## config.mk

```make
export PLATFORM = sky130hd
export DESIGN_NAME = hng_queue
export DESIGN_NICKNAME = d
export VERILOG_FILES = /design/src/rtl/hng_pkg.sv /design/src/rtl/hng_queue.sv
export SDC_FILE = /design/constraint.sdc
export NUM_CORES = 1
export LEC_CHECK = 0
export BUFFER_PORTS_ARGS = -buffer_cell sky130_fd_sc_hd__buf_2
export CORE_MARGIN = 1
export CORE_UTILIZATION = 60
export CTS_CLUSTER_SIZE = 8
export DETAILED_ROUTE_END_ITERATION = 10
export PLACE_DENSITY = 0.83
export SYNTH_ARGS = -nofsm -noshare
export SYNTH_HDL_FRONTEND = slang
export SYNTH_SLANG_ARGS = --single-unit
export TNS_END_PERCENT = 1
```

## constraint.sdc

```tcl
create_clock -name clk_i -period 4.61 [get_ports clk_i]
set_input_delay 0.2305 -clock clk_i [delete_from_list [all_inputs] [get_ports clk_i]]
set_output_delay 0.2305 -clock clk_i [all_outputs]
set_load 0.005 [all_outputs]
```

## src/rtl/hng_pkg.sv

```systemverilog
// ----------------------------------------------------------------------------
// hng_pkg
// Shared constants, register codes and types of the heightmap normal generator.
// ----------------------------------------------------------------------------
package hng_pkg;

  localparam int MaxWidthDef  = 1024;
  localparam int MaxHeightDef = 4096;
  localparam int FracBitsDef  = 14;

  localparam int HgtW   = 8;
  localparam int NormW  = 16;
  localparam int ColW   = 10;
  localparam int RowW   = 12;
  localparam int CfgWW  = 11;
  localparam int CfgHW  = 13;
  localparam int AddrW  = 4;
  localparam int DataW  = 32;
  localparam int QueueDepth = 4;

  // Neighbor samples carried by one job: self, left, right, up, down.
  localparam int NumSmp = 5;
  localparam int SmpW   = NumSmp * HgtW;

  localparam logic [1:0] REG_WIDTH  = 2'd0;
  localparam logic [1:0] REG_HEIGHT = 2'd1;
  localparam logic [1:0] REG_INVERT = 2'd2;

  typedef struct packed {
    logic xb;    // border column: double sx
    logic yb;    // border row: double sy
    logic last;  // final normal caused by its height
  } job_flags_t;

endpackage

```

## src/rtl/hng_queue.sv

```systemverilog
// ----------------------------------------------------------------------------
// hng_queue
// Small register FIFO between the gather front and the normalizer.
// ----------------------------------------------------------------------------
module hng_queue import hng_pkg::*; #(
  parameter int DW    = 8,
  parameter int DEPTH = QueueDepth
) (
  input  logic          clk_i,
  input  logic          rst_ni,
  input  logic          wr_valid_i,
  output logic          wr_ready_o,
  input  logic [DW-1:0] wr_data_i,
  output logic          rd_valid_o,
  input  logic          rd_ready_i,
  output logic [DW-1:0] rd_data_o
);

  localparam int PW = (DEPTH > 1) ? $clog2(DEPTH) : 1;

  logic [DW-1:0] data_q [DEPTH];
  logic [PW-1:0] wp_q, rp_q;
  logic [PW:0]   cnt_q;
  logic          push, pop;

  assign wr_ready_o = (cnt_q != (PW+1)'(DEPTH));
  assign rd_valid_o = (cnt_q != '0);
  assign rd_data_o  = data_q[rp_q];
  assign push = wr_valid_i && wr_ready_o;
  assign pop  = rd_valid_o && rd_ready_i;

  always_ff @(posedge clk_i) begin
    if (push) begin
      data_q[wp_q] <= wr_data_i;
    end
  end

  always_ff @(posedge clk_i or negedge rst_ni) begin
    if (!rst_ni) begin
      wp_q  <= '0;
      rp_q  <= '0;
      cnt_q <= '0;
    end else begin
      if (push) begin
        wp_q <= (wp_q == PW'(DEPTH - 1)) ? '0 : wp_q + 1'b1;
      end
      if (pop) begin
        rp_q <= (rp_q == PW'(DEPTH - 1)) ? '0 : rp_q + 1'b1;
      end
      cnt_q <= cnt_q + (PW+1)'(push) - (PW+1)'(pop);
    end
  end

endmodule

```

# Word level (Yosys, flattened, before mapping)
# Memories as Yosys holds them, arrays and structs flattened.
# Cells that the tools add are included.
[word_totals] elab_cells=18 ram_bits=32 memories=1 reg_bits=7
[classes] mux=4 n_eq_ne=3 addsub=4 n_reduce_logical=3
[memory_table] name="data_q" words=4 width=8 read_ports=1 rd_clocked_by_memory_dff=0 write_ports=1 line="hng_queue.sv:21" text="logic [DW-1:0] data_q [DEPTH];"
[op_table] operator="2-bit by 1-bit adder with 2-bit output, second input constant" count=2
[op_table] operator="2-bit equality test, second input constant" count=2
[op_table] operator="2-bit two-way mux" count=2
[op_table] operator="3-bit by 1-bit adder with 3-bit output" count=1
[op_table] operator="3-bit inequality test, second input constant" count=1
[op_table] operator="3-bit nonzero test" count=1
[op_table] operator="3-bit by 1-bit subtractor with 3-bit output" count=1
[op_table] operator="1-bit logical AND" count=2
[op_table] operator="1-bit two-way mux" count=2

# Depth between registers and ports, before layout
[depth] ltp_word=4 depth_mapped=10 mapped_depth_nobuf=9

# Worst setup path before layout
# Ideal clock, no wire load.
[synth_timing] path_type="reg-to-reg" from="reg cnt_q[1]" to="reg cnt_q[2]" slack_ns=2.409 synth_period_minus_slack_ns=2.201 t_arrival_ns=2.077 path_buffers=1 setup_time_ns=0.124 stages_incl_launch_ff=11 cell_sequence="dfrtp_1 -> or3b_1 -> buf_6 -> nand2_1 -> ha_1 -> inv_1 -> ha_1 -> inv_1 -> fa_1 -> xnor2_1 -> xnor2_1"
[synth_between] elab_chain_len=4
[synth_rtl] item="from (decl)" line="hng_queue.sv:23" text="logic [PW:0] cnt_q;"
[synth_rtl] item="from (signal assigned)" line="hng_queue.sv:50" text="cnt_q <= cnt_q + (PW+1)'(push) - (PW+1)'(pop);"
[synth_rtl] item="3-bit inequality test" line="hng_queue.sv:26" text="assign wr_ready_o = (cnt_q != (PW+1)'(DEPTH));"
[synth_rtl] item="net wr_ready_o" line="hng_queue.sv:12" text="output logic wr_ready_o,"
[synth_rtl] item="1-bit logical AND" line="hng_queue.sv:29" text="assign push = wr_valid_i && wr_ready_o;"
[synth_rtl] item="3-bit by 1-bit adder with 3-bit output" line="hng_queue.sv:50"
[synth_rtl] item="3-bit by 1-bit subtractor with 3-bit output" line="hng_queue.sv:50"
# The timed path passes the listed nets, and every way through them passes these cells.
# A chain may end at the register's enable or synchronous reset.

# Worst setup path after layout
[layout_timing] from="reg cnt_q[1]" to="reg cnt_q[2]"
[layout_between] elab_chain_len=4
[layout_rtl] item="3-bit inequality test" line="hng_queue.sv:26"
[layout_rtl] item="1-bit logical AND" line="hng_queue.sv:29"
[layout_rtl] item="3-bit by 1-bit adder with 3-bit output" line="hng_queue.sv:50"
[layout_rtl] item="3-bit by 1-bit subtractor with 3-bit output *" line="hng_queue.sv:50"
# Every way passes the cells marked *; elsewhere a longest branch is shown, timed or not.

==> out/qor.txt <==
P_leak: 0.7037 nW
sequential power share: 53.6%
fill count: 157
first-pass GRT wire length: 3.539 mm
RSZ-0062 raised after global routing: no
top post-synthesis cells by area: edfxtp_1 (59%), mux4_2 (11%), dfrtp_1 (11%), ha_1 (5.4%), and3_1 (1.5%)
Worst VDD drop: 462.5 µV
CTS buffer count: 5
Hold Crit Class: in -> reg
routed wire length: 2.385 mm
clock-pin slew on the worst setup and hold paths: 0.10 ns
sequential share of the synthesized area: 69.90%
Arrival @ worst endpoint: 2.55 ns
crit path max-delay cell type: or3b_1
vias in the first global route: 750
Int Power: 0.7260 mW
RR Startpoint: cnt_q[1]$_DFF_PN0_
Req. time, crit path: 4.83 ns
hpwl dp: 1.640 mm
die area: 2921 µm²
core box area: 2522 µm²
layout cell share with drive strength beyond 1: 32.14%
GRT Total Usage: 19.60%
clk root buf: clkbuf_4
Setup crit end kind: register
DIE WIDTH: 54.05 µm
worst path cell trace: or3b_1 > nand2_1 > ha_1 > inv_1 > ha_1 > inv_1 > fa_1 > xnor2_1 > xnor2_1
area leader, netlist: edfxtp_1
logic gate share of total power: 31.3%
Final Net Count: 131
Synth top area share: 59.12%
CTS tree: done
syn nets: 105
DRT iter0 DRCs: 16
Syn Area/Cell: 19.12 µm²
Mapped Area: 1625 µm²
fin crit share: 50.36%
clk buf depth: 2
Post-CTS Resized: 0
Worst-Skew Late Latency: 0.34 ns
Critical Path Fanout Max: 8
Std-Cell Rows: 18
Top Family by Delay on Critical Path: adder cells
die height: 54.05 µm
Reg area: 1136 µm²
Initial Utilization: 64.43%
IO buf count: 21
# diodes: 0
CP startpoint kind: register
Setup TNS: 0 ns
Max-cap violations: 0
Yosys warnings: 0
routed vias/inst: 5.676
drt first pass iters: 4
CTS H-tree depth: 2
Worst path depth: 9
distinct cell type count of the synthesized netlist: 22
Design Area, Final: 1807 µm²
CP startpoint: cnt_q[1]$_DFF_PN0_
Final Skew: 0.007853 ns
NetSw: 0.3212 mW
critical path class: reg -> reg
Multi-input gate area: 446.7 µm²
sw frac: 30.68%
clk sinks: 39
Area Overhead vs Synth: 11.16%
CP bufs+invs: 2
DR vias: 806
end point of the critical path: cnt_q[2]$_DFF_PN0_
cell count after synthesis: 85
Post-DP Area: 1748 µm²
max frequency: 430.8 MHz
drt wl/cell: 16.80 µm
max-slew violation count: 0
power density cells: 579.6 nW/µm²
Slew Limit Headroom: 61.84%
Reg2Reg Setup Slack: 2.29 ns
Synth Register Bits: 39
GRT overflow: 0
Tightest Pin Transition: 0.5724 ns
largest net degree at the start of global routing: 12
# setup viols final: 0
Final Hold Fails: 0
Reg2Reg Depth: 9
status: completed
DRC viols: 0
IO Pins: 22
Clk pwr share: 15.1%
initial antenna violation count: 0
max incr delay on CP: 0.52 ns
postcts setup bufs: 0
DRT antenna net count: 0
minimum clock period: 2.321 ns
r2r endpoint: cnt_q[2]$_DFF_PN0_
Routability Congestion: 0.7298
-- kinds of logic after synthesis --
kind of cell	after synthesis	share of synthesized area (%)
DFF	39	69.90
and+or+nand+nor	14	5.774
muxes	10	12.47
buffers and inverters	9	2.617
adders and majority gates	8	6.620
AOI/OAI and AO/OA	3	1.540
xor gates and xnor gates	2	1.078
-- flip-flops by register name (all words and copies together), names as in the netlist --
name    flops
cnt_q       3
data_q     32
rp_q        2
wp_q        2
-- cells in the final DEF, fill, tap and decap left out --
master | Yosys | layout
or3b_1 | 1 | 1
nor2b_1 | 2 | 2
a211o_1 | 2 | 2
clkbuf_1 | 0 | 1
mux4_2 | 8 | 8
clkinv_1 | 0 | 2
and2_1 | 1 | 1
mux2_2 | 2 | 2
dlygate4sd3_1 | 0 | 1
and3_1 | 4 | 4
nor2_1 | 1 | 1
nor4bb_1 | 2 | 2
o31ai_1 | 1 | 1
buf_2 | 1 | 21
fa_1 | 1 | 1
ha_1 | 7 | 7
nor3b_1 | 1 | 1
dfrtp_1 | 7 | 7
edfxtp_1 | 32 | 32
or3_1 | 1 | 1
clkbuf_4 | 0 | 5
nand2_1 | 1 | 1
xnor2_1 | 2 | 2
inv_1 | 6 | 6
-- cell type report --
type | instances | share of cell area (%)
Sequential cell | 39 | 62.88
Multi-Input combinational cell | 37 | 24.72
Timing Repair Buffer | 22 | 6.371
Clock buffer | 6 | 2.285
Tap cell | 30 | 2.078
Inverter | 6 | 1.247
Clock inverter | 2 | 0.4155
-- power groups by stage --
stage               clock [mW]  sequential [mW]  combinational, mW
finish                   0.158            0.561              0.328
global route             0.173            0.575              0.377
CTS                      0.159            0.565              0.335
detailed placement           0            0.574              0.333
global placement             0            0.566              0.322
floorplan                    0            0.520              0.275
-- metrics by stage --
stage,util (%),hold WS (ns),power (mW),worst slack [ns],instances
3_3_place_gp,69.30,0.06939,0.8882,2.369,133
4_1_cts,71.63,0.09354,1.059,2.284,142
2_1_floorplan,-,-0.06509,0.7943,2.409,85
5_1_grt,71.63,0.08927,1.125,2.100,142
3_5_place_dp,69.30,0.07634,0.9070,2.289,133
6_report,71.63,0.1092,1.047,2.289,142
-- cell usage after synthesis --
| library cell | number |
|---|---|
| fa_1 | 1 |
| nor2b_1 | 2 |
| and3_1 | 4 |
| buf_2 | 1 |
| xnor2_1 | 2 |
| nor4bb_1 | 2 |
| buf_6 | 1 |
| ha_1 | 7 |
| and2_1 | 1 |
| nand2_1 | 1 |
| or3_1 | 1 |
| or3b_1 | 1 |
| mux4_2 | 8 |
| buf_1 | 1 |
| inv_1 | 6 |
| edfxtp_1 | 32 |
| a211o_1 | 2 |
| dfrtp_1 | 7 |
| o31ai_1 | 1 |
| nor2_1 | 1 |
| mux2_2 | 2 |
| nor3b_1 | 1 |
-- timing repair --
item	CTS	global route
setup endpoints to repair	0	0
hold endpoints to repair	7	0
hold buffers	1	0
-- worst register-to-register path: stages (launching register included) --
cell     delay [ns]
dfrtp_1        0.48
or3b_1         0.52
nand2_1        0.12
ha_1           0.23
inv_1          0.06
ha_1           0.13
inv_1          0.04
fa_1           0.37
xnor2_1        0.14
xnor2_1        0.13
-- metal layers --
metal	wire length [µm]	GRT usage, %	vias up
met4	28	8.974	0
li1	-	-	378
met1	1014	22.48	400
met5	0	0	-
met2	1229	31.69	24
met3	112	8.475	4
-- worst min path at each step --
stage | startpoint | cells after the start | slack, ns | end
finish | wr_data_i[7] | 1 | 0.11 | data_q[3][7]$_DFFE_PP_
global route | wr_data_i[7] | 1 | 0.09 | data_q[0][7]$_DFFE_PP_
CTS | wr_data_i[3] | 1 | 0.09 | data_q[3][3]$_DFFE_PP_
detailed placement | rst_ni | 1 | 0.08 | cnt_q[1]$_DFF_PN0_
global placement | rst_ni | 1 | 0.07 | cnt_q[0]$_DFF_PN0_
floorplan | rst_ni | 0 | -0.07 | cnt_q[0]$_DFF_PN0_
No activity file was read; power rests on OpenSTA's default activity.
