`config.mk`:
```
export PLATFORM = sky130hd
export DESIGN_NAME = hng_back
export DESIGN_NICKNAME = d
export VERILOG_FILES = /design/src/rtl/hng_pkg.sv /design/src/rtl/hng_back.sv
export SDC_FILE = /design/constraint.sdc
export NUM_CORES = 2
export LEC_CHECK = 0
export BUFFER_PORTS_ARGS = -buffer_cell sky130_fd_sc_hd__buf_2
export CAP_MARGIN = 20
export CORE_UTILIZATION = 55
export CTS_CLUSTER_DIAMETER = 200
export DETAILED_ROUTE_END_ITERATION = 10
export PLACE_DENSITY = 0.78
export SYNTH_ARGS = -nofsm -noshare
export SYNTH_HDL_FRONTEND = slang
export SYNTH_SLANG_ARGS = --single-unit
```
`constraint.sdc`:
```
create_clock -name clk_i -period 40.7 [get_ports clk_i]
set_clock_uncertainty 0.15 [all_clocks]
set_input_delay 0 -clock clk_i [delete_from_list [all_inputs] [get_ports clk_i]]
set_output_delay 0 -clock clk_i [all_outputs]
set_load 0.05 [all_outputs]
```
`src/rtl/hng_pkg.sv`:
```
// ----------------------------------------------------------------------------
// hng_pkg
// Shared constants, register codes and types of the heightmap normal generator.
// ----------------------------------------------------------------------------
package hng_pkg;

  localparam int MaxWidthDef  = 1024;
  localparam int MaxHeightDef = 4096;
  localparam int FracBitsDef  = 14;

  localparam int HgtW   = 8;
  localparam int NormW  = 16;
  localparam int ColW   = 10;
  localparam int RowW   = 12;
  localparam int CfgWW  = 11;
  localparam int CfgHW  = 13;
  localparam int AddrW  = 4;
  localparam int DataW  = 32;
  localparam int QueueDepth = 4;

  // Neighbor samples carried by one job: self, left, right, up, down.
  localparam int NumSmp = 5;
  localparam int SmpW   = NumSmp * HgtW;

  localparam logic [1:0] REG_WIDTH  = 2'd0;
  localparam logic [1:0] REG_HEIGHT = 2'd1;
  localparam logic [1:0] REG_INVERT = 2'd2;

  typedef struct packed {
    logic xb;    // border column: double sx
    logic yb;    // border row: double sy
    logic last;  // final normal caused by its height
  } job_flags_t;

endpackage

```
`src/rtl/hng_back.sv`:
```
// ----------------------------------------------------------------------------
// hng_back
// Forms the clamped differences and normalizes (-sx, 2, sy) one result bit
// per iteration in three lanes, then holds the normal in an output register.
// ----------------------------------------------------------------------------
module hng_back import hng_pkg::*; #(
  parameter int XW = 10,
  parameter int YW = 12,
  parameter int FRAC_BITS = FracBitsDef
) (
  input  logic                    clk_i,
  input  logic                    rst_ni,
  input  logic                    job_valid_i,
  output logic                    job_ready_o,
  input  logic [SmpW-1:0]         job_smp_i,
  input  logic [XW-1:0]           job_px_i,
  input  logic [YW-1:0]           job_py_i,
  input  job_flags_t              job_flags_i,
  input  logic                    invert_i,
  output logic                    out_valid_o,
  input  logic                    out_ready_i,
  output logic signed [NormW-1:0] normal_x_o,
  output logic signed [NormW-1:0] normal_y_o,
  output logic signed [NormW-1:0] normal_z_o,
  output logic [ColW-1:0]         column_o,
  output logic [RowW-1:0]         row_o,
  output logic                    last_of_run_o
);

  localparam logic [2:0] B_IDLE = 3'd0;
  localparam logic [2:0] B_SQR  = 3'd1;
  localparam logic [2:0] B_INIT = 3'd2;
  localparam logic [2:0] B_IT0  = 3'd3;
  localparam logic [2:0] B_IT1  = 3'd4;
  localparam logic [2:0] B_DONE = 3'd5;
  localparam int VW = 2 * FRAC_BITS + 24;
  localparam int BW = $clog2(FRAC_BITS + 1);
  localparam int NL = 3;

  function automatic logic [NormW-1:0] sat_comp(input logic [FRAC_BITS:0] mag,
                                                input logic neg);
    logic signed [32:0] v;
    v = $signed({1'b0, 32'(mag)});
    if (neg) v = -v;
    if (v > 33'sd32767) return 16'h7fff;
    if (v < -33'sd32768) return 16'h8000;
    return v[NormW-1:0];
  endfunction

  logic [2:0]          state_q;
  logic signed [9:0]   sx_q, sy_q;
  logic [XW-1:0]       px_q;
  logic [YW-1:0]       py_q;
  logic                last_q;
  logic [19:0]         s_q;
  logic [VW-1:0]       sh1_q, sh2_q;
  logic [BW-1:0]       b_q;
  logic [VW-1:0]       x_q [NL];
  logic [VW-1:0]       y_q [NL];
  logic [VW-1:0]       w_q [NL];
  logic [VW-1:0]       t1_q [NL];
  logic [VW-1:0]       t2_q [NL];
  logic [VW-1:0]       r_q [NL];
  logic [FRAC_BITS:0]  n_q [NL];
  logic                neg_q [NL];
  logic                out_valid_q;

  logic signed [9:0]  dx, dy;
  logic signed [19:0] sqx, sqy;
  logic [9:0]         magx, magy;
  logic [17:0]        m2x, m2y;
  logic [VW-1:0]      v_sum [NL];
  logic               take [NL];
  logic               out_load;

  assign dx = $signed({2'b00, job_smp_i[23:16]}) - $signed({2'b00, job_smp_i[15:8]});
  assign dy = $signed({2'b00, job_smp_i[39:32]}) - $signed({2'b00, job_smp_i[31:24]});
  assign sqx  = sx_q * sx_q;
  assign sqy  = sy_q * sy_q;
  assign magx = sx_q[9] ? 10'(-sx_q) : 10'(sx_q);
  assign magy = sy_q[9] ? 10'(-sy_q) : 10'(sy_q);
  assign m2x  = magx * magx;
  assign m2y  = magy * magy;

  always_comb begin
    for (int l = 0; l < NL; l++) begin
      v_sum[l] = t1_q[l] + t2_q[l];
      take[l]  = !n_q[l][FRAC_BITS] && (v_sum[l] <= r_q[l]);
    end
  end

  assign job_ready_o = (state_q == B_IDLE);
  assign out_load = (state_q == B_DONE) && (!out_valid_q || out_ready_i);

  always_ff @(posedge clk_i) begin
    unique case (state_q)
      B_IDLE: begin
        sx_q   <= job_flags_i.xb ? dx <<< 1 : dx;
        sy_q   <= job_flags_i.yb ? dy <<< 1 : dy;
        px_q   <= job_px_i;
        py_q   <= job_py_i;
        last_q <= job_flags_i.last;
      end
      B_SQR: begin
        s_q      <= 20'(sqx) + 20'(sqy) + 20'd4;
        r_q[0]   <= VW'(m2x) << (2 * FRAC_BITS + 2);
        r_q[1]   <= VW'(4) << (2 * FRAC_BITS + 2);
        r_q[2]   <= VW'(m2y) << (2 * FRAC_BITS + 2);
        neg_q[0] <= (sx_q > 10'sd0);
        neg_q[1] <= 1'b0;
        neg_q[2] <= sy_q[9];
      end
      B_INIT: begin
        sh1_q <= VW'(s_q) << (FRAC_BITS + 1);
        sh2_q <= VW'(s_q) << (2 * FRAC_BITS + 2);
        b_q   <= BW'(FRAC_BITS);
        for (int l = 0; l < NL; l++) begin
          x_q[l] <= '0;
          y_q[l] <= '0;
          w_q[l] <= '0;
          n_q[l] <= '0;
        end
      end
      B_IT0: begin
        for (int l = 0; l < NL; l++) begin
          t1_q[l] <= x_q[l] - (y_q[l] << 1) + VW'(s_q) - (sh1_q << 1);
          t2_q[l] <= w_q[l] + sh2_q;
        end
      end
      B_IT1: begin
        // Keep the candidate bit where (2n-1)^2 * s stays within the target.
        for (int l = 0; l < NL; l++) begin
          if (take[l]) begin
            x_q[l]      <= x_q[l] + t2_q[l];
            y_q[l]      <= y_q[l] + sh1_q;
            w_q[l]      <= (w_q[l] + (sh2_q << 1)) >> 1;
            n_q[l][b_q] <= 1'b1;
          end else begin
            w_q[l] <= w_q[l] >> 1;
          end
        end
        sh1_q <= sh1_q >> 1;
        sh2_q <= sh2_q >> 2;
        b_q   <= b_q - 1'b1;
      end
      default: begin
      end
    endcase
    if (out_load) begin
      normal_x_o    <= sat_comp(n_q[0], neg_q[0] ^ invert_i);
      normal_y_o    <= sat_comp(n_q[1], neg_q[1] ^ invert_i);
      normal_z_o    <= sat_comp(n_q[2], neg_q[2] ^ invert_i);
      column_o      <= ColW'(px_q);
      row_o         <= RowW'(py_q);
      last_of_run_o <= last_q;
    end
  end

  always_ff @(posedge clk_i or negedge rst_ni) begin
    if (!rst_ni) begin
      state_q     <= B_IDLE;
      out_valid_q <= 1'b0;
    end else begin
      if (out_load) begin
        out_valid_q <= 1'b1;
      end else if (out_ready_i) begin
        out_valid_q <= 1'b0;
      end
      unique case (state_q)
        B_IDLE: if (job_valid_i) state_q <= B_SQR;
        B_SQR:  state_q <= B_INIT;
        B_INIT: state_q <= B_IT0;
        B_IT0:  state_q <= B_IT1;
        B_IT1:  state_q <= (b_q == '0) ? B_DONE : B_IT0;
        B_DONE: if (out_load) state_q <= B_IDLE;
        default: state_q <= B_IDLE;
      endcase
    end
  end

  assign out_valid_o = out_valid_q;

endmodule

```
Word-level counts from Yosys, hierarchy flattened
Memories as Yosys holds them, arrays and structs flattened. Index checks and enable logic that the tools add are counted.

Word-level logic and storage cells: 291. Memory bits (writable): 879. Bits of input ports: 70. Register bits: 246. Memories: 8.

Memories: t1_q (words 3, width 52, read ports 3, clocked after Yosys merged registers in 0, write ports 3, line hng_back.sv:61) `logic [VW-1:0] t1_q [NL];`; t2_q (words 3, width 52, read ports 3, clocked after Yosys merged registers in 0, write ports 3, line hng_back.sv:62) `logic [VW-1:0] t2_q [NL];`; x_q (words 3, width 52, read ports 3, clocked after Yosys merged registers in 0, write ports 3, line hng_back.sv:58) `logic [VW-1:0] x_q [NL];`; y_q (words 3, width 52, read ports 3, clocked after Yosys merged registers in 0, write ports 3, line hng_back.sv:59) `logic [VW-1:0] y_q [NL];`; w_q (words 3, width 51, read ports 3, clocked after Yosys merged registers in 0, write ports 3, line hng_back.sv:60) `logic [VW-1:0] w_q [NL];`; r_q (words 3, width 18, read ports 3, clocked after Yosys merged registers in 0, write ports 3, line hng_back.sv:63) `logic [VW-1:0] r_q [NL];`; 2 more memories.

$mul: 4. Equal/unequal tests: 7. Add/subtract/negate cells: 34. Reduce and logical (&&, ||, !) cells: 15. Magnitude comparators: 12. Bitwise operators: 60. Muxes and demuxes: 132.

Operator list (number): 52-bit adder (15); 52-bit 2-to-1 mux (6); 52-bit subtractor (6); 51-bit 2-to-1 mux (6); 52-bit one-hot mux with 2 select lines (2); 33-bit 2-to-1 mux (6); 16-bit 2-to-1 mux (12); 52-bit by 20-bit adder with 52-bit output (3); 52-bit less-or-equal comparator (3); 33-bit by 16-bit greater-than comparator with 1-bit output (second input constant) (3); 33-bit by 16-bit < comparator with 1-bit output (second input constant) (3); 15-bit negator with 33-bit output (3); 1-bit 2-to-1 mux (87); 1-bit OR (57); 15-bit 2-to-1 mux (3); 10-bit by 10-bit multiplier with 20-bit output (2); 10-bit by 10-bit multiplier with 18-bit output (2); 20-bit adder (1); 20-bit by 3-bit adder with 20-bit output (second input constant) (1); 10-bit 2-to-1 mux (2); 10-bit negator (2); 9-bit 2-to-1 mux (2); 3-bit one-hot mux with 6 select lines (1); 8-bit by 8-bit subtractor with 9-bit output (2); other kinds (19) (34).

Longest topological paths before layout
Depth after elaboration: 11. Mapped depth: 35.

Least setup slack after synthesis
Ideal clock, no wire load.

Path type: register -> register. From: memory t2_q[0][114] (netlist bit). To: memory x_q[0][104] (netlist bit), enable pin. Slack: 27.568 ns. Cell stages (with the launch flop): 30. Arrival: 12.275 ns. Required time: 39.843 ns. Library setup time: 0.707 ns. Cells stage by stage: edfxtp_1 -> ha_1 -> clkbuf_1 -> a21oi_1 -> o21ai_0 -> a22oi_1 -> nand3_1 -> or3b_2 -> a21oi_1 -> o21ai_0 -> nand2b_1 -> a21oi_1 -> nor2_1 -> a41o_1 -> a31o_2 -> a21oi_1 -> xnor2_1 -> ha_1 -> nand4_1 -> nor4_1 -> o2111ai_1 -> nor4_1 -> nand4_1 -> nor4_1 -> nand4_1 -> nor4_1 -> a22o_1 -> nand4b_1 -> clkbuf_1 -> o21ai_0.

RTL lines (line): from (decl) (hng_back.sv:62); to (decl) (hng_back.sv:58).

==> metrics list <==
* Final critical path time including I/O delays and setup: 10520 ps
* Number of port buffers: between 100 and 150
- Ranked by instance count, the synthesized netlist is headed by 1326 x sky130_fd_sc_hd__ha_1, 1076 x sky130_fd_sc_hd__edfxtp_1, 1001 x sky130_fd_sc_hd__nor2_1.
- The pre-antenna-repair detailed-routing pass consisted of 6 iterations.
- Register-to-register setup slack: roughly 30000 ps
* Worst-Margin Slew: 1329 ps
* Worst Setup SP: t2_q[0][0]$_DFFE_PN_
- The clock drives 1081 sinks.
- GP Congestion: 0.9962
- In the global route stage, overall resource usage came out at 0.3145.
- Part of the Yosys area used for sequential elements: 0.3151
- Layout cell share with drive strength beyond 1: 0.04877
- Max-capacitance violation count: 0
- between 100 and 150 I/O pins were placed.
- Sorting the synthesized cells by area gives the leading types as sky130_fd_sc_hd__edfxtp_1 31%, sky130_fd_sc_hd__ha_1 16%, sky130_fd_sc_hd__fa_1 9.0%, sky130_fd_sc_hd__xnor2_1 4.8%, sky130_fd_sc_hd__a21oi_1 3.9%.
* Dpl ws: 30320 ps
- Number of setup violations in the final report: 0
* Crit path kind: register to register
- Number of distinct library cells after synthesis: 92
- Final hold violation count: 0
- Routed WL: ~300000 µm
* Startpoint type of the worst setup path: register
- In this run the tightest slew margin relative to its limit is 0.1139.
- Width of the chip: 434.6 µm
- Final ANT Viol Nets: 0
* Post-synth design cell area: about 100000 µm²
- Mapped Cells: roughly 11000
- Pin count of the biggest net entering global routing: 89
- DRC violations left: 0
- The flow ran to the end, and the final reports show no timing, DRC or antenna violations.
* TritonCTS clock tree: done
* Initial Utilization: 0.5545
- Nets@finish: 12708
- The cell that appears most often on the critical path is sky130_fd_sc_hd__a21oi_1.
- Part of the cycle the worst path needs: 0.2586
- Number of storage elements in the synthesis netlist: around 1100
- After global routing the overflow that remains totals 0.
- The core region is between 150000 and 200000 µm².
- Die extent in y: ~430 µm
- The floorplan step defined a die boundary enclosing 188900 µm².
* Clock network latency to the later pin of the worst-skew pair: around 800 ps
- Num CTS Buffers: 131
- Synth warn: 0
- The first global-routing pass estimated 458500 µm of wire.
- Arrival time at the worst endpoint: 10990 ps
- Summed over all failing endpoints, the final setup total negative slack is 0 ps.
- Yosys mapped a number of flops with a built-in enable equal to 1076.
- Layout overhead on the synthesized area: 8.788%
* Total number of vias: 82207
- The number of setup buffers added after CTS is 0.
- The largest single stage delay on the critical path is 620 ps.
- The count of pins over their slew limit came to 0.
- Slack of the critical path: 30180 ps
- After clock tree synthesis, the clock-pin slew on the worst setup and hold paths is 60 ps.
- After synthesis, the share of flip-flops with an asynchronous set or reset is 0.003700.
- Total half-perimeter wirelength after legalization and detailed placement: 230400 µm
- Number of global-route vias before repair: 81086
- The detailed router finished its first iteration with 6998 violations.
* Cell with the largest stage delay on the worst path: sky130_fd_sc_hd__o31ai_1
- RSZ-0062 raised after global routing: no
- Largest area contributor in the netlist: sky130_fd_sc_hd__edfxtp_1
* Cell at the root of the clock tree: sky130_fd_sc_hd__clkbuf_16
- WL per Instance: 22.40 µm
- Number of antenna violations at the first check in global routing: 17
* Cell with the most instances after synthesis: sky130_fd_sc_hd__ha_1
* Critical path endpoint category: register
* Detailed-route vias per instance: 6.119
- Buffer depth of the longest clock path: 3
* Crit Path Max Fanout: 70
- In the synthesized netlist the dominant register cell turns out to be sky130_fd_sc_hd__edfxtp_1.
- Highest clock rate: 0.09502 GHz
- Source of the worst hold timing path: job_flags_i[1]
- Hold Crit Class: primary input to register
* Mapped Avg Cell Area: a little under 10 µm²
* WP data required: 41170 ps
- In this run the number of H-tree levels came out at 4.
- The startpoint identified for the worst register-to-register timing path is t2_q[0][0]$_DFFE_PN_.
- Std cell rows: approximately 160
- Area share of the leading cell type in the synthesized netlist: 0.3139
cell families after synthesis:
logic type | count (synthesis) | share of synthesized area
AND/OR/NAND/NOR | 2729 | 0.1265
XOR/XNOR | 896 | 0.07624
adder cells (fa/ha/maj) | 1791 | 0.2516
multiplexers | 167 | 0.01638
AO/OA/AOI/OAI | 2723 | 0.1695
other | 2 | 0.00007296
flip-flops | 1081 | 0.3151
buffers and inverters | 1201 | 0.04460
what timing repair did:
action,CTS,global route
hold endpoints to repair,91,0
endpoints found under the setup margin,0,0
gates resized for setup,0,0
hold buffers,114,0
sequential cells by signal (all words and copies together), names as in the netlist, 12 cells and up:
register and count:
r_q 34, py_q 12, normal_x_o 16, sh1_q 35, normal_y_o 16, x_q 156, normal_z_o 16, s_q 20
t2_q 156, t1_q 156, y_q 153, row_o 12, sh2_q 49, w_q 153, n_q 45
worst paths after layout:
| kind | endpoint | cells past startpoint |
|---|---|---|
| worst max-delay path | x_q[0][107]$_SDFFCE_PP0P_ | 35 |
| worst min-delay path | sy_q[5]$_DFFE_PP_ | 3 |
| worst max register to register | x_q[0][107]$_SDFFCE_PP0P_ | 35 |
| worst min register to register | row_o[1]$_DFFE_PP_ | 0 |
| max in group asynchronous | state_q[1]$_DFFE_PN0P_ | 4 |
| min in group asynchronous | state_q[0]$_DFFE_PN0P_ | 4 |
layout make-up:
| cell class | count | area, µm² |
|---|---|---|
| clock buffer | 159 | 3468 |
| timing repair buffer | 321 | 2372 |
| antenna | 5 | 12.51 |
| multi-input combinational | 8318 | 66040 |
| inverter | 994 | 3731 |
| clock inverter | 77 | 829.5 |
| sequential | 1081 | 32430 |
| tap | 2480 | 3103 |
| fill | 15158 | 73650 |
placed cells by master, fill, tap and decap left out, types with 334 or more instances in the layout:
cell type                  count
sky130_fd_sc_hd__a21o_1      525
sky130_fd_sc_hd__inv_1       990
sky130_fd_sc_hd__fa_1        465
sky130_fd_sc_hd__ha_1       1326
sky130_fd_sc_hd__xnor2_1     562
sky130_fd_sc_hd__xor2_1      334
sky130_fd_sc_hd__o21ai_0     552
sky130_fd_sc_hd__nand2_1     591
sky130_fd_sc_hd__edfxtp_1   1076
sky130_fd_sc_hd__a21oi_1     803
sky130_fd_sc_hd__nor2_1      998
metrics by stage:
| stage | instances | util | cell area, µm² | hold WS (ps) |
|---|---|---|---|---|
| after detailed placement | 13077 | 0.5737 | 106500 | -336.6 |
| after global placement | 13077 | 0.5737 | 106500 | -342.4 |
| final | 13435 | 0.6033 | 112000 | 88.68 |
| after global routing | 13431 | 0.6032 | 112000 | 101.7 |
| after CTS | 13427 | 0.6030 | 111900 | 27.66 |
| after floorplan | 10600 | - | 103000 | -445.6 |
worst max-delay path, delay by kind of cell, from the launching register on:
| kind | cells | cell delay [ps] |
|---|---|---|
| AO/OA/AOI/OAI | 17 | 4940 |
| flip-flops | 1 | 420 |
| buffers and inverters | 4 | 1450 |
| AND/OR/NAND/NOR | 10 | 2240 |
| adder cells (fa/ha/maj) | 3 | 740 |
| XOR/XNOR | 1 | 160 |
metal layers:
metal,track usage,wire length [µm]
met4,0.2064,22480
met1,0.3862,117700
met3,0.06229,23630
met5,0,88
met2,0.5039,137000
Power is left out: the tool's default activity adds up to more than one toggle a clock period on the data nets, which glitch-free logic cannot reach.
